==> config.mk <==
export PLATFORM = sky130hd
export DESIGN_NAME = velocity_frame_deframer_unit
export DESIGN_NICKNAME = d
export VERILOG_FILES = /design/src/vfd_pkg.sv /design/src/velocity_frame_deframer_unit.sv /design/src/vfd_collector.sv /design/src/vfd_result_reg.sv
export SDC_FILE = /design/constraint.sdc
export NUM_CORES = 1
export LEC_CHECK = 0
export ABC_AREA = 1
export BUFFER_PORTS_ARGS = -buffer_cell sky130_fd_sc_hd__buf_2
export CORE_ASPECT_RATIO = 0.5
export CORE_MARGIN = 3
export CORE_UTILIZATION = 55
export DETAILED_ROUTE_END_ITERATION = 7
export GPL_ROUTABILITY_DRIVEN = 1
export PLACE_DENSITY = 0.78
export REMOVE_ABC_BUFFERS = 1
export SLEW_MARGIN = 25
export SYNTH_ARGS = -nofsm -noshare
export SYNTH_HDL_FRONTEND = slang
export SYNTH_SLANG_ARGS = --single-unit
==> constraint.sdc <==
create_clock -name clk_i -period 3.7 [get_ports clk_i]
set_input_delay 0.37 -clock clk_i [delete_from_list [all_inputs] [get_ports clk_i]]
set_output_delay 0.37 -clock clk_i [all_outputs]
set_load 0.01 [all_outputs]
==> src/vfd_pkg.sv <==
// shared types and constants of the velocity frame deframer
`default_nettype none

package vfd_pkg;

  localparam int unsigned FrameLen = 11;
  localparam int unsigned CheckPos = 9;
  localparam int unsigned TailPos  = 10;
  localparam int unsigned PosW     = $clog2(FrameLen);

  localparam logic [7:0] HeaderReset = 8'd125;
  localparam logic [7:0] TailReset   = 8'd123;
  localparam logic       CheckReset  = 1'b1;

  typedef enum logic [1:0] {
    CFG_HEADER = 2'd0,
    CFG_TAIL   = 2'd1,
    CFG_CHECK  = 2'd2
  } cfg_index_e;

  typedef enum logic [1:0] {
    STATUS_OK       = 2'd0,
    STATUS_BAD_TAIL = 2'd1,
    STATUS_BAD_SUM  = 2'd2
  } status_e;

  typedef struct packed {
    status_e            status;
    logic [7:0]         code_one;
    logic [7:0]         code_two;
    logic signed [15:0] vel_x;
    logic signed [15:0] vel_y;
    logic signed [15:0] vel_z;
    logic [7:0]         check_byte;
  } result_t;

  typedef struct packed {
    logic    done;
    result_t result;
  } frame_out_t;

endpackage

`default_nettype wire

==> src/velocity_frame_deframer_unit.sv <==
// top level of the velocity frame deframer
//
//   channel  signals                                   direction
//   cfg      cfg_valid_i cfg_ready_o cfg_index_i/data  in, always ready
//   in       in_valid_i in_ready_o rx_byte_i           in, one byte per transfer
//   out      out_valid_o out_ready_i status_o ...      out, one per 11-byte frame
//
// one byte per cycle while in_ready_o is high; the result register loads on the tail byte
// and shows the frame in the cycle after that byte's transfer
// reset returns to header hunt with the register defaults loaded
// in_ready_o drops only when the tail byte is due and the result register
// still holds an untaken frame
`default_nettype none

module velocity_frame_deframer_unit (
  input  wire logic               clk_i,
  input  wire logic               rst_ni,
  input  wire logic               cfg_valid_i,
  output logic                    cfg_ready_o,
  input  wire logic [1:0]         cfg_index_i,
  input  wire logic [7:0]         cfg_data_i,
  input  wire logic               in_valid_i,
  output logic                    in_ready_o,
  input  wire logic [7:0]         rx_byte_i,
  output logic                    out_valid_o,
  input  wire logic               out_ready_i,
  output logic [1:0]              status_o,
  output logic [7:0]              code_one_o,
  output logic [7:0]              code_two_o,
  output logic signed [15:0]      vel_x_o,
  output logic signed [15:0]      vel_y_o,
  output logic signed [15:0]      vel_z_o,
  output logic [7:0]              check_byte_o
);

  logic [7:0]          header_q;
  logic [7:0]          tail_q;
  logic                check_en_q;
  logic                stall;
  vfd_pkg::frame_out_t frame;
  vfd_pkg::result_t    result;

  assign cfg_ready_o = 1'b1;

  always_ff @(posedge clk_i or negedge rst_ni) begin
    if (!rst_ni) begin
      header_q   <= vfd_pkg::HeaderReset;
      tail_q     <= vfd_pkg::TailReset;
      check_en_q <= vfd_pkg::CheckReset;
    end else if (cfg_valid_i) begin
      case (vfd_pkg::cfg_index_e'(cfg_index_i))
        vfd_pkg::CFG_HEADER: header_q   <= cfg_data_i;
        vfd_pkg::CFG_TAIL:   tail_q     <= cfg_data_i;
        vfd_pkg::CFG_CHECK:  check_en_q <= cfg_data_i[0];
        default: ;
      endcase
    end
  end

  vfd_collector u_collector (
    .clk_i          (clk_i),
    .rst_ni         (rst_ni),
    .in_valid_i     (in_valid_i),
    .in_ready_o     (in_ready_o),
    .rx_byte_i      (rx_byte_i),
    .header_byte_i  (header_q),
    .tail_byte_i    (tail_q),
    .check_enable_i (check_en_q),
    .out_stall_i    (stall),
    .frame_o        (frame)
  );

  vfd_result_reg u_result_reg (
    .clk_i       (clk_i),
    .rst_ni      (rst_ni),
    .frame_i     (frame),
    .stall_o     (stall),
    .out_valid_o (out_valid_o),
    .out_ready_i (out_ready_i),
    .result_o    (result)
  );

  assign status_o     = result.status;
  assign code_one_o   = result.code_one;
  assign code_two_o   = result.code_two;
  assign vel_x_o      = result.vel_x;
  assign vel_y_o      = result.vel_y;
  assign vel_z_o      = result.vel_z;
  assign check_byte_o = result.check_byte;

endmodule

`default_nettype wire

==> src/vfd_collector.sv <==
// header hunt, frame byte store, running xor and frame status
`default_nettype none

module vfd_collector (
  input  wire logic              clk_i,
  input  wire logic              rst_ni,
  input  wire logic              in_valid_i,
  output logic                   in_ready_o,
  input  wire logic [7:0]        rx_byte_i,
  input  wire logic [7:0]        header_byte_i,
  input  wire logic [7:0]        tail_byte_i,
  input  wire logic              check_enable_i,
  input  wire logic              out_stall_i,
  output vfd_pkg::frame_out_t    frame_o
);

  localparam logic [vfd_pkg::PosW-1:0] TailIdx =
    vfd_pkg::PosW'(vfd_pkg::TailPos);
  localparam logic [vfd_pkg::PosW-1:0] CheckIdx =
    vfd_pkg::PosW'(vfd_pkg::CheckPos);

  logic [vfd_pkg::PosW-1:0] pos_q, pos_d;
  logic [7:0]               xor_q, xor_d;
  logic [7:0]               frame_q [1:vfd_pkg::CheckPos];
  logic                     accept;
  logic                     hunting;
  logic                     at_tail;
  vfd_pkg::status_e         status;

  assign hunting    = (pos_q == '0);
  assign at_tail    = (pos_q == TailIdx);
  assign in_ready_o = !(at_tail && out_stall_i);
  assign accept     = in_valid_i && in_ready_o;

  always_comb begin
    pos_d = pos_q;
    xor_d = xor_q;
    if (accept) begin
      if (hunting) begin
        if (rx_byte_i == header_byte_i) begin
          pos_d = vfd_pkg::PosW'(1);
          xor_d = rx_byte_i;
        end
      end else if (at_tail) begin
        pos_d = '0;
        xor_d = '0;
      end else begin
        pos_d = pos_q + vfd_pkg::PosW'(1);
        if (pos_q < CheckIdx) begin
          xor_d = xor_q ^ rx_byte_i;
        end
      end
    end
  end

  always_ff @(posedge clk_i or negedge rst_ni) begin
    if (!rst_ni) begin
      pos_q <= '0;
      xor_q <= '0;
    end else begin
      pos_q <= pos_d;
      xor_q <= xor_d;
    end
  end

  always_ff @(posedge clk_i) begin
    for (int i = 1; i <= vfd_pkg::CheckPos; i++) begin
      if (accept && pos_q == vfd_pkg::PosW'(i)) begin
        frame_q[i] <= rx_byte_i;
      end
    end
  end

  always_comb begin
    if (rx_byte_i != tail_byte_i) begin
      status = vfd_pkg::STATUS_BAD_TAIL;
    end else if (check_enable_i && xor_q != frame_q[vfd_pkg::CheckPos]) begin
      status = vfd_pkg::STATUS_BAD_SUM;
    end else begin
      status = vfd_pkg::STATUS_OK;
    end
  end

  always_comb begin
    frame_o.done              = accept && at_tail;
    frame_o.result.status     = status;
    frame_o.result.code_one   = frame_q[1];
    frame_o.result.code_two   = frame_q[2];
    frame_o.result.vel_x      = {frame_q[3], frame_q[4]};
    frame_o.result.vel_y      = {frame_q[5], frame_q[6]};
    frame_o.result.vel_z      = {frame_q[7], frame_q[8]};
    frame_o.result.check_byte = frame_q[vfd_pkg::CheckPos];
  end

endmodule

`default_nettype wire

==> src/vfd_result_reg.sv <==
// result register holding one finished frame until transfer
`default_nettype none

module vfd_result_reg (
  input  wire logic                clk_i,
  input  wire logic                rst_ni,
  input  wire vfd_pkg::frame_out_t frame_i,
  output logic                     stall_o,
  output logic                     out_valid_o,
  input  wire logic                out_ready_i,
  output vfd_pkg::result_t         result_o
);

  logic             valid_q, valid_d;
  vfd_pkg::result_t result_q;

  assign stall_o = valid_q && !out_ready_i;

  always_comb begin
    valid_d = valid_q;
    if (out_ready_i) begin
      valid_d = 1'b0;
    end
    if (frame_i.done) begin
      valid_d = 1'b1;
    end
  end

  always_ff @(posedge clk_i or negedge rst_ni) begin
    if (!rst_ni) begin
      valid_q <= 1'b0;
    end else begin
      valid_q <= valid_d;
    end
  end

  always_ff @(posedge clk_i) begin
    if (frame_i.done) begin
      result_q <= frame_i.result;
    end
  end

  assign out_valid_o = valid_q;
  assign result_o    = result_q;

endmodule

`default_nettype wire

==> metrics.md, run 1 <==
| Metric | Value |
|---|---|
| FF/Latch Area | `slightly above 0.005 mm^2` |
| Peak supply drop | `approximately 0.3 mV` |
| Register area share after synthesis | `0.8222` |
| Hold Slack | `-0.006954 ns` |
| CP dominant cell by count | `inv_2` |
| CP arrival | `about 2.5 ns` |
| Clock Sinks | `~180` |
| H-tree depth | `4` |
| Total wire length | `roughly 12000 um` |
| Final Setup Violations | `0` |
| Mux share of post-synthesis cell area | `0` |
| Max_slew headroom | `0.4931` |
| Die height | `81.47 um` |
| Status | `complete, but fails checks` |
| Share of post-route cells with drive strength above 1 | `0.2948` |
| I/O pins | `100` |
| Pleak | `between 0.002 and 0.003 uW` |
| Fillers | `693` |
| Sw frac | `0.2588` |
| Setup CP Type | `flip-flop to flip-flop` |
| Total core area | `roughly 0.011 mm^2` |
| Crit-path max cell delay | `between 0.5 and 0.6 ns` |
| Area of the mapped netlist | `0.006265 mm^2` |
| Dominant synthesized flop cell | `edfxtp_1` |
| Syn Inst Count | `about 400` |
| #FFs+latches synth | `around 180` |
| Area growth from synthesis to layout | `19.53%` |
| Largest net degree at the start of global routing | `47` |
| Ys Warns | `0` |
| CTS Buffer Depth | `2` |
| Die area | `about 0.013 mm^2` |
| First-pass detailed-route iteration total | `5` |
| ANT cells | `0` |
| Synth Area in Simple Gates | `0.09447` |
| Power Density | `662.0 mW/mm^2` |
| Synth Area in Compound Gates | `0.02157` |
| Number of synthesized flops with an enable pin | `around 150` |
| Detail Placement HPWL | `approximately 7300 um` |
| Clock Latency Late Sink | `between 0.4 and 0.5 ns` |
| Final Slew Violations | `0` |
| Clock transition at path regs | `about 0.06 ns` |
| Multi-input gate area | `~960 um^2` |
| Clock Skews | `around 0.0094 ns` |
| DP Area | `0.006895 mm^2` |
| Fmax achieved | `around 420 MHz` |
| Vias in the first global route | `between 3000 and 4000` |
| Final critical-path required period | `about 2.4 ns` |
| Adder-cell share of the synthesized area | `0` |
| Overall Global Routing Usage | `0.1963` |
| Post-layout util | `0.7040` |
| Worst-path cell chain | `nor2_4, nand3_4, inv_2, nand2_2, nand2_4, inv_4, nand2_1, inv_2, buf_12` |
| RSZ-0062 raised after global routing | `no` |
| Cell Rows | `26` |
| Period utilisation layout | `0.6475` |
| Starting DRT DRC Count | `305` |
| Cts bufs inserted | `17` |
| Main combinational cell family by area after synthesis | `simple AND/OR/NAND/NOR gates` |
| Port Buffers | `slightly below 100` |
| Startpoint types | `flip-flop` |
| Clock power share | `0.360` |
| CTS resizes | `0` |
| P_sw | `1283 uW` |
| Die width | `~160 um` |
| Routed vias | `between 3000 and 4000` |
| Initial core utilization | `0.5889` |
| Crit path max-delay cell type | `dfrtp_1` |
| XOR/XNOR share of the synthesized area | `0.03635` |
| Crit. End Element | `flip-flop` |
| Initial antenna violation count | `0` |
| Violated checks | `negative hold slack` |
| Internal Power | `between 3000 and 4000 uW` |
| Final count of hold timing violations | `13` |
| Final setup TNS | `0 ns` |
| Root buffer cell | `clkbuf_16` |
| Vias/cell | `5.200` |
| FFs w/ async S/R, synth | `0.1705` |
| TritonCTS clock tree | `built` |
| First-pass GRT wire length | `18240 um` |
| Placer Congestion | `~0.85` |
| Max_cap viols | `0` |
| Post-CTS Setup Bufs | `0` |
| Slew at the pin with the worst max-slew slack | `about 0.76 ns` |
| Finished Cell Area | `0.007488 mm^2` |
| GRT overflow | `0` |
| Wire length per cell | `roughly 18 um` |
| HP Class | `primary input to async pin` |
| Syn_area_per_cell | `15.82 um^2` |
| NumNets Final | `about 530` |
| Worst endpoint required time | `roughly 3.8 ns` |
| Drt drc | `0` |
| Netlist cell types | `28` |
| Register share of total power | `0.509` |
| Critical path peak fanout | `46` |
| DRT antenna net count | `0` |
| Hold_buf cts | `0` |
| Gate power share | `0.131` |
worst max-delay path: cells and delay by family, from the launching register on:
kind,cells,cell delay (ns)
buffers and inverters,4,1.04
AND/OR/NAND/NOR,5,0.48
flip-flops,1,0.52
kinds of logic (layout without fill, tap and decap cells):
| logic type | after synthesis | count (layout) |
|---|---|---|
| DFF | 176 | 176 |
| and+or+nand+nor | 132 | 132 |
| other | 1 | 1 |
| xor gates and xnor gates | 26 | 26 |
| buffers and inverters | 34 | 157 |
| AOI/OAI and AO/OA | 27 | 27 |
path summary, 6_finish.rpt:
kind                                                          start                                   end  slack [ns]  cells past startpoint
worst min-delay path                                         rst_ni  u_result_reg.out_valid_o$_DFFE_PN0P_      -0.007                      1
min in group clk_i                                      out_ready_i  u_result_reg.out_valid_o$_DFFE_PN0P_        0.19                      2
max in group asynchronous                                    rst_ni      u_collector.xor_q[7]$_DFFE_PN0P_        3.28                      1
worst max register to register     u_collector.pos_q[2]$_DFFE_PN0P_                 vel_z_o[10]$_DFFE_PP_        1.30                      9
worst min register to register  u_collector.frame_q[2][5]$_DFFE_PP_               code_two_o[5]$_DFFE_PP_        0.41                      0
worst max-delay path               u_collector.pos_q[2]$_DFFE_PN0P_                 vel_z_o[10]$_DFFE_PP_        1.30                      9
per-stage QoR:
step | setup slack [ns] | hold WS [ns] | instances | power [uW]
floorplan | 0.7741 | 0.07441 | 388 | 2986
global placement | 1.443 | 0.4004 | 627 | 3162
detailed placement | 1.359 | 0.4045 | 627 | 3191
CTS | 1.328 | 0.004156 | 659 | 4985
global route | 1.148 | 0.03335 | 659 | 5175
finish | 1.304 | -0.006954 | 659 | 4957
state kept, by name, summed over array words and instances (netlist names):
register,cells
check_byte_o,1
check_en_q,1
code_one_o,8
code_two_o,8
header_q,8
tail_q,8
u_collector.frame_q,72
u_collector.pos_q,4
u_collector.xor_q,8
u_result_reg.out_valid_o,1
u_result_reg.result_o,9
vel_x_o,16
vel_y_o,16
vel_z_o,16
power by group through the flow:
stage	Combinational, uW	Sequential [uW]	Clock [uW]
floorplan	444	2540	0
global placement	618	2540	0
detailed placement	636	2560	0
CTS	652	2520	1810
global route	738	2540	1900
finish	650	2520	1790
layout make-up:
type,instances,area share
flip-flops and latches,176,0.6879
multi-input cells,186,0.1280
well taps,140,0.02339
inverters,26,0.01337
clock inverters,13,0.02139
repair buffers,99,0.06817
clock buffers,19,0.05781
layout by cell type, fill, tap and decap left out, types with 2 or more instances in the layout:
master	instances
clkinv_1	3
inv_2	5
clkbuf_1	2
o21ai_0	19
dfrtp_1	17
o21ai_1	4
edfxtp_1	146
nand2_1	80
nand2_4	2
clkinvlp_4	4
xnor2_1	17
a21oi_1	4
clkbuf_16	17
nand3_1	14
bufinv_16	3
xor2_1	9
inv_1	20
nand2_2	2
nand4_1	11
dfstp_2	13
nor2_1	18
inv_6	2
buf_2	98
synth_stat cells (2+ instances only):
master	instances	area share
buf_4	2	0.0024
o21ai_0	19	0.015
xnor2_1	17	0.024
inv_2	4	0.0024
buf_6	2	0.0036
clkbuf_1	2	0.0012
nand2_4	2	0.0036
nand4_1	11	0.011
edfxtp_1	146	0.70
inv_1	21	0.013
a21oi_1	4	0.0032
xor2_1	9	0.013
dfrtp_1	17	0.068
nor2_1	18	0.011
o21ai_1	4	0.0032
dfstp_2	13	0.055
nand3_1	14	0.011
nand2_1	80	0.048
nand2_2	2	0.0020
per-layer routing:
metal,wire [um],share of wire,vias to the layer above,track usage
met5,0,0,-,0
met4,164,0.014,0,0.06725
met3,637,0.054,17,0.04947
met2,5740,0.48,126,0.3214
met1,5318,0.45,1670,0.2633
li1,-,-,1614,-
Note: power is estimated with default switching activity, not from simulation.
==> run 2, diff against run 1 <==
--- a/config.mk
+++ b/config.mk
@@ -9,10 +9,10 @@
 export BUFFER_PORTS_ARGS = -buffer_cell sky130_fd_sc_hd__buf_2
 export CORE_ASPECT_RATIO = 0.5
 export CORE_MARGIN = 3
-export CORE_UTILIZATION = 55
+export CORE_UTILIZATION = 50
 export DETAILED_ROUTE_END_ITERATION = 7
 export GPL_ROUTABILITY_DRIVEN = 1
-export PLACE_DENSITY = 0.78
+export PLACE_DENSITY = 0.75
 export REMOVE_ABC_BUFFERS = 1
 export SLEW_MARGIN = 25
 export SYNTH_ARGS = -nofsm -noshare
==> constraint.sdc (replaced) <==
create_clock -name clk_i -period 2 [get_ports clk_i]
set_input_delay 0.2 -clock clk_i [delete_from_list [all_inputs] [get_ports clk_i]]
set_output_delay 0.2 -clock clk_i [all_outputs]
set_load 0.01 [all_outputs]
==> run 2 against run 1 <==
The flow now finishes without violations. Clock power increased by 69%. Clock skew decreased by 0.0023 ns. Critical path depth is 1 higher. Combinational power grew 100%. Routed wire length increased by 6.2%. Worst setup slack got worse by 1.2 ns. Power is 82% higher. Count of clock-buffer cells in the layout is 1 lower. Via count rose by 2.9%. Non-clock buffer count increased by 26. First-iteration DRC count down 1.6%. Fmax increased by 29%.
==> metrics.md, run 2 (synthesis results as in run 1) <==
| Metric | Value |
|---|---|
| Slew at the pin with the worst max-slew slack | `0.7068 ns (-0.05069 ns)` |
| Peak supply drop | `0.6262 mV (+110%)` |
| Placer Congestion | `0.8318 (-1.6%)` |
| Initial antenna violation count | `0 (unchanged)` |
| Total power draw | `9014 uW (+82%)` |
| Detail Placement HPWL | `8339 um (+14%)` |
| R2R depth | `10 (+1)` |
| First-pass GRT wire length | `19080 um (+4.6%)` |
| Die width | `164.3 um (+4.7%)` |
| Pleak | `0.003001 uW (+3.8%)` |
| ANT cells | `0 (unchanged)` |
| Port Buffers | `98 (unchanged)` |
| CTS Buffer Depth | `2 (unchanged)` |
| Crit path to | `u_collector.frame_q[6][0]$_DFFE_PP_` |
| Final setup TNS | `0 ns (unchanged)` |
| Total wire length | `12600 um (+6.2%)` |
| Power Density | `1173 mW/mm^2 (+77%)` |
| Cts bufs inserted | `17 (unchanged)` |
| Clock Latency Late Sink | `0.43 ns (+0.02 ns)` |
| Clock Sinks | `176 (unchanged)` |
| Most frequent cells in the layout | `edfxtp_1, buf_2, nand2_1` |
| Worst-path cell chain | `inv_2, nor2_4, nand3_4, inv_2, nand2_2, nand2_4, inv_4, nand3_1, nor2_1, buf_4` |
| CP dominant cell by count | `inv_2` |
| First-pass detailed-route iteration total | `5 (unchanged)` |
| Final critical-path required period | `1.854 ns (-0.5413 ns)` |
| Vias/cell | `4.969 (-4.4%)` |
| Critical path peak fanout | `15 (-67%)` |
| H-tree depth | `4 (unchanged)` |
| CP arrival | `2.00 ns (-0.49 ns)` |
| Routed vias | `3528 (+2.9%)` |
| Vias in the first global route | `3454 (+6.1%)` |
| Max_cap viols | `0 (unchanged)` |
| Crit path from | `u_collector.pos_q[3]$_DFFE_PN0P_` |
| DRT antenna net count | `0 (unchanged)` |
| I/O pins | `100 (unchanged)` |
| Die area | `0.01399 mm^2 (+9.4%)` |
| Final non-filler cell total | `710 (+7.7%)` |
| Clock Skews | `0.007154 ns (-0.002292 ns)` |
| Critical R2R Capture | `u_collector.frame_q[6][0]$_DFFE_PP_` |
| Worst endpoint required time | `2.14 ns (-1.65 ns)` |
| Final Slew Violations | `0 (unchanged)` |
| Worst r2r src | `u_collector.pos_q[3]$_DFFE_PN0P_` |
| R2r setup slk | `0.15 ns (-1.16 ns)` |
| NumNets Final | `555 (+4.9%)` |
| TritonCTS clock tree | `built` |
| Starting DRT DRC Count | `300 (-1.6%)` |
| Wire length per cell | `17.75 um (-1.4%)` |
| Startpoint types | `flip-flop` |
| Overall Global Routing Usage | `0.1877 (-0.008642)` |
| HP Class | `primary input to flip-flop` |
| GRT overflow | `0 (unchanged)` |
| Dpl cells | `675 (+7.7%)` |
| Fillers | `840 (+21%)` |
| Leading cell type in the layout, fill and taps excluded | `edfxtp_1` |
| Cell Rows | `28 (+7.7%)` |
| Period utilisation layout | `0.9272 (+0.2797)` |
| Initial core utilization | `0.5213 (-0.06758)` |
| Drt drc | `0 (unchanged)` |
| Clock transition at path regs | `0.06 ns (about the same)` |
| Crit. End Element | `flip-flop` |
| Top reg by flops | `u_collector.frame_q` |
| Share of post-route cells with drive strength above 1 | `0.3266 (+0.03181)` |
| Final count of hold timing violations | `0 (-13)` |
| Fmax achieved | `539.2 MHz (+29%)` |
| Total core area | `0.01202 mm^2 (+13%)` |
| Largest net degree at the start of global routing | `44 (-6.4%)` |
| Root buffer cell | `clkbuf_16` |
| Area growth from synthesis to layout | `22.63%` |
| Max_slew headroom | `0.5288 (+0.03566)` |
| Status | `completed` |
| Final Setup Violations | `0 (unchanged)` |
| Max FFs per register | `72 (unchanged)` |
| Die height | `85.15 um (+4.5%)` |
| Crit-path max cell delay | `0.42 ns (-0.10 ns)` |
| Crit path max-delay cell type | `dfrtp_1` |
| Setup CP Type | `flip-flop to flip-flop` |
-- run 2: cell count changes in the layout (fill, tap and decap cells not counted), moves of 2 or more --
cell | previous run | this run
buf_4 | 0 | 22
bufinv_16 | 3 | 0
clkinv_4 | 0 | 2
dlygate4sd3_1 | 0 | 3
-- run 2: worst max-delay path, delay by kind of cell, from the launching register on --
kind | cells | cell delay, ns
simple gates | 6 | 0.66
buf+inv | 4 | 0.48
flops | 1 | 0.42
-- run 2: stage by stage --
stage | hold WS [ns] | setup slack (ns) | util | instance area [um^2]
final | 0.01013 | 0.1455 | 0.6393 | 7682
after global placement | 0.2812 | 0.2216 | 0.5918 | 7112
after CTS | 0.002866 | 0.1477 | 0.6392 | 7681
after detailed placement | 0.2856 | 0.1588 | 0.5918 | 7112
after floorplan | -0.09559 | -0.9259 | - | 6210
after global routing | 0.01896 | -0.0003284 | 0.6393 | 7682
-- run 2: worst min path at each step --
stage                       start                                to  slack [ns]  cells after the start
CTS                 cfg_data_i[5]           header_q[5]$_DFFE_PN1P_       0.003                      3
floorplan                  rst_ni           header_q[1]$_DFFE_PN0P_        -0.1                      0
detailed placement         rst_ni  u_collector.xor_q[4]$_DFFE_PN0P_        0.29                      1
finish              cfg_data_i[3]             tail_q[3]$_DFFE_PN1P_        0.01                      3
global route        cfg_data_i[6]           header_q[6]$_DFFE_PN1P_        0.02                      3
global placement           rst_ni           header_q[7]$_DFFE_PN0P_        0.28                      1
-- run 2: what timing repair did --
item / CTS / global route
gates resized for setup: 0 / 1
endpoints found under the setup margin: 0 / 5
hold endpoints to repair: 19 / 0
hold buffers: 3 / 0
buffers inserted: 0 / 0
-- run 2: where the power goes --
group / switching, uW / total (uW) / internal, uW
registers: 256 / 4670 / 4410
logic: 815 / 1320 / 506
clock network: 1420 / 3030 / 1600
total: 2490 / 9010 / 6520
-- run 2: cell type report --
class	count	area, um^2	share of cell area
Inverter	26	100.1	0.01303
Timing Repair Buffer	125	725.7	0.09446
Tap cell	165	206.4	0.02687
Sequential cell	176	5152	0.6707
Clock inverter	14	110.1	0.01433
Clock buffer	18	429.2	0.05586
Multi-Input combinational cell	186	958.4	0.1248
-- run 2: layer usage --
layer | global-route usage | vias up | routed length, um
met5 | 0 | - | 0
met4 | 0.07061 | 0 | 194
met3 | 0.04778 | 21 | 758
met2 | 0.2988 | 107 | 6121
met1 | 0.2537 | 1740 | 5527
li1 | - | 1660 | -
==> run 3, diff against run 2 <==
--- a/config.mk
+++ b/config.mk
@@ -17,4 +17,5 @@
 export SLEW_MARGIN = 25
 export SYNTH_ARGS = -nofsm -noshare
 export SYNTH_HDL_FRONTEND = slang
+export SYNTH_HIERARCHICAL = 1
 export SYNTH_SLANG_ARGS = --single-unit
==> run 3 against run 2 <==
Synthesized area grew 1.7%. Routed wire length shrank 6.0%. Power grew 1.4%. First-iteration DRC count shrank 14%. Via count grew 3.4%. Worst setup slack gained 0.082 ns. Largest cell class unchanged. Largest power group unchanged.
==> metrics.md, run 3 <==
| Metric | Value |
|---|---|
| Starting DRT DRC Count | `258 (-14%)` |
| Drt drc | `0 (unchanged)` |
| Critical path peak fanout | `26 (+11)` |
| Max_cap viols | `0 (unchanged)` |
| HP Class | `primary input to flip-flop` |
| Peak supply drop | `0.6754 mV (+7.9%)` |
| Slew at the pin with the worst max-slew slack | `0.7012 ns (-0.005600 ns)` |
| Fmax achieved | `564.2 MHz (+4.6%)` |
| RSZ-0062 raised after global routing | `no` |
| CTS resizes | `0 (unchanged)` |
| Largest net degree at the start of global routing | `50 (+14%)` |
| Startpoint types | `flip-flop` |
| Period utilisation layout | `0.8862 (-0.04108)` |
| Setup CP Type | `flip-flop to flip-flop` |
| Max FFs per register | `74 (+2.8%)` |
| CP arrival | `1.86 ns (-0.14 ns)` |
| Final Slew Violations | `0 (unchanged)` |
| Crit path from | `u_collector/pos_q[0]$_DFFE_PN0P_` |
| Vias in the first global route | `3534 (+2.3%)` |
| Crit-path max cell delay | `0.53 ns (+0.11 ns)` |
| Vias/cell | `5.019 (+1.0%)` |
| Dominant synthesized flop cell | `edfxtp_1` |
| Worst r2r src | `u_collector/pos_q[0]$_DFFE_PN0P_` |
| Most numerous cell in the Yosys netlist | `edfxtp_1` |
| CTS Buffer Depth | `2 (unchanged)` |
| Total wire length | `11840 um (-6.0%)` |
| Detail Placement HPWL | `7917 um (-5.1%)` |
| Area leader, netlist | `edfxtp_1` |
| Largest cells by area after synthesis | `edfxtp_1, dfrtp_1, dfstp_2, nand2_1, xnor2_1` |
| FFs w/ async S/R, synth | `0.1705 (unchanged)` |
| NumNets Final | `572 (+3.1%)` |
| Root buffer cell | `clkbuf_16` |
| CP Buf/Inv Count | `4 (unchanged)` |
| Initial core utilization | `0.5258 (+0.004460)` |
| First-pass GRT wire length | `18870 um (-1.1%)` |
| Cts bufs inserted | `17 (unchanged)` |
| Crit. End Element | `flip-flop` |
| Top cells by count, synth | `edfxtp_1, nand2_1, nor2_1` |
| Clock Skews | `0.01156 ns (+0.004404 ns)` |
| Die height | `85.84 um (+0.80%)` |
| Crit path max-delay family | `flip-flops` |
| Final critical-path required period | `1.772 ns (-0.08217 ns)` |
| Most frequent cells in the layout | `edfxtp_1, buf_2, nand2_1` |
| Clock Sinks | `176 (unchanged)` |
| Final Setup Violations | `0 (unchanged)` |
| Total core area | `0.01212 mm^2 (+0.87%)` |
| Initial antenna violation count | `0 (unchanged)` |
| Worst Min Path Start | `cfg_data_i[0]` |
| Share of the synthesized area in the top cell type | `0.6879 (-0.01195)` |
| Area growth from synthesis to layout | `22.10%` |
| Leading cell type in the layout, fill and taps excluded | `edfxtp_1` |
| Final setup TNS | `0 ns (unchanged)` |
| Wire length per cell | `16.29 um (-8.2%)` |
| H-tree depth | `4 (unchanged)` |
| Die area | `0.01422 mm^2 (+1.6%)` |
| Number of synthesized flops with an enable pin | `146 (unchanged)` |
| Clock transition at path regs | `0.07 ns (about the same)` |
| Hold Slack | `0.02443 ns (+0.01429 ns)` |
| First-pass detailed-route iteration total | `6 (+1)` |
| Syn Inst Count | `415 (+4.8%)` |
| Max_slew headroom | `0.5325 (+0.003733)` |
| Netlist cell types | `24 (-14%)` |
| I/O pins | `100 (unchanged)` |
| Status | `completed` |
| Power Density | `1175 mW/mm^2 (+0.12%)` |
| Post-CTS Setup Bufs | `0 (unchanged)` |
| Ys Warns | `6 (+6)` |
| #FFs+latches synth | `176 (unchanged)` |
| Placer Congestion | `0.8645 (+3.9%)` |
| Hold_buf cts | `5 (+2)` |
| Pleak | `0.003097 uW (+3.2%)` |
| GRT overflow | `0 (unchanged)` |
| Share of post-route cells with drive strength above 1 | `0.3274 (+0.0007966)` |
| Die width | `165.7 um (+0.83%)` |
| Overall Global Routing Usage | `0.1779 (-0.009775)` |
| Final count of hold timing violations | `0 (unchanged)` |
| Crit path max-delay cell type | `dfrtp_1` |
| Worst endpoint required time | `2.09 ns (-0.05 ns)` |
| Routed vias | `3649 (+3.4%)` |
| Syn_area_per_cell | `15.36 um^2 (-2.9%)` |
| Register area share after synthesis | `0.8082 (-0.01404)` |
| Cell Rows | `28 (unchanged)` |
| TritonCTS clock tree | `built` |
| ANT cells | `0 (unchanged)` |
| Clock Latency Late Sink | `0.43 ns (about the same)` |
| DRT antenna net count | `0 (unchanged)` |
| Area of the mapped netlist | `0.006374 mm^2 (+1.7%)` |
| Port Buffers | `98 (unchanged)` |
| CP dominant cell by count | `inv_2` |
| Worst-path cell chain | `nor2_2, nand2_2, inv_2, nand2_2, nand2_1, inv_2, nand2_1, inv_2, buf_4` |
## run 3: cell types whose count changed after synthesis, sizes merged, moves of 3 or more
cell    delta
o21ai     -17
nand2     +13
nand4     +10
nor2       +8
nand3      +7
buf        +5
xor2       -5
a21oi      +4
clkbuf     -3
## run 3: final cells by class
cell class | count | area (um^2)
flip-flops and latches | 176 | 5151
fillers | 871 | 4339
multi-input cells | 204 | 1020
repair buffers | 125 | 718.2
clock buffers | 17 | 425.4
well taps | 165 | 206.4
clock inverters | 15 | 167.7
inverters | 25 | 93.84
## run 3: worst reg2reg max path, delay by kind of cell, from the launching register on
kind	cells	cell delay (ns)
buf+inv	4	0.54
flops	1	0.53
simple gates	5	0.35
## run 3: path summary, 6_finish.rpt
| check | endpoint | slack, ns | cells after the start |
|---|---|---|---|
| min | check_en_q$_DFFE_PN1P_ | 0.02 | 3 |
| max reg2reg | u_result_reg/result_o[2]$_DFFE_PP_ | 0.23 | 9 |
| min reg2reg | u_result_reg/result_o[30]$_DFFE_PP_ | 0.41 | 0 |
| max | u_result_reg/result_o[2]$_DFFE_PP_ | 0.23 | 9 |
| max in group asynchronous | u_collector/xor_q[1]$_DFFE_PN0P_ | 1.19 | 2 |
| min in group asynchronous | u_collector/pos_q[1]$_DFFE_PN0P_ | 0.35 | 2 |
## run 3: layer usage
| layer | part of all wire | track usage | up-vias |
|---|---|---|---|
| met3 | 0.065 | 0.06722 | 12 |
| met5 | 0 | 0 | - |
| met4 | 0.012 | 0.04453 | 0 |
| met2 | 0.48 | 0.2844 | 135 |
| li1 | - | - | 1733 |
| met1 | 0.44 | 0.2356 | 1769 |
## run 3: power by group
part	total (uW)	switching, uW	internal, uW
sequential	4700	272	4430
combinational	1250	779	469
clock	3190	1510	1680
total	9140	2560	6580
## run 3: kinds of logic (layout without fill, tap and decap cells)
kind of cell / Yosys count / after routing / synth area share
compound gates: 14 / 14 / 0.01158
xor+xnor: 20 / 20 / 0.02748
buf+inv: 35 / 182 / 0.03180
flops: 176 / 176 / 0.8082
simple gates: 169 / 169 / 0.1203
other cells: 1 / 1 / 0.0005884
## run 3: metrics by stage
stage	std cells	area (um^2)	setup WS [ns]	utilization	total power, uW
final	727	7782	0.2277	0.6420	9142
after global routing	727	7782	0.07269	0.6420	9596
after CTS	727	7782	0.2252	0.6420	9217
after detailed placement	690	7139	0.2623	0.5890	6005
after global placement	690	7139	0.3383	0.5890	5940
after floorplan	405	6265	-1.025	-	5532
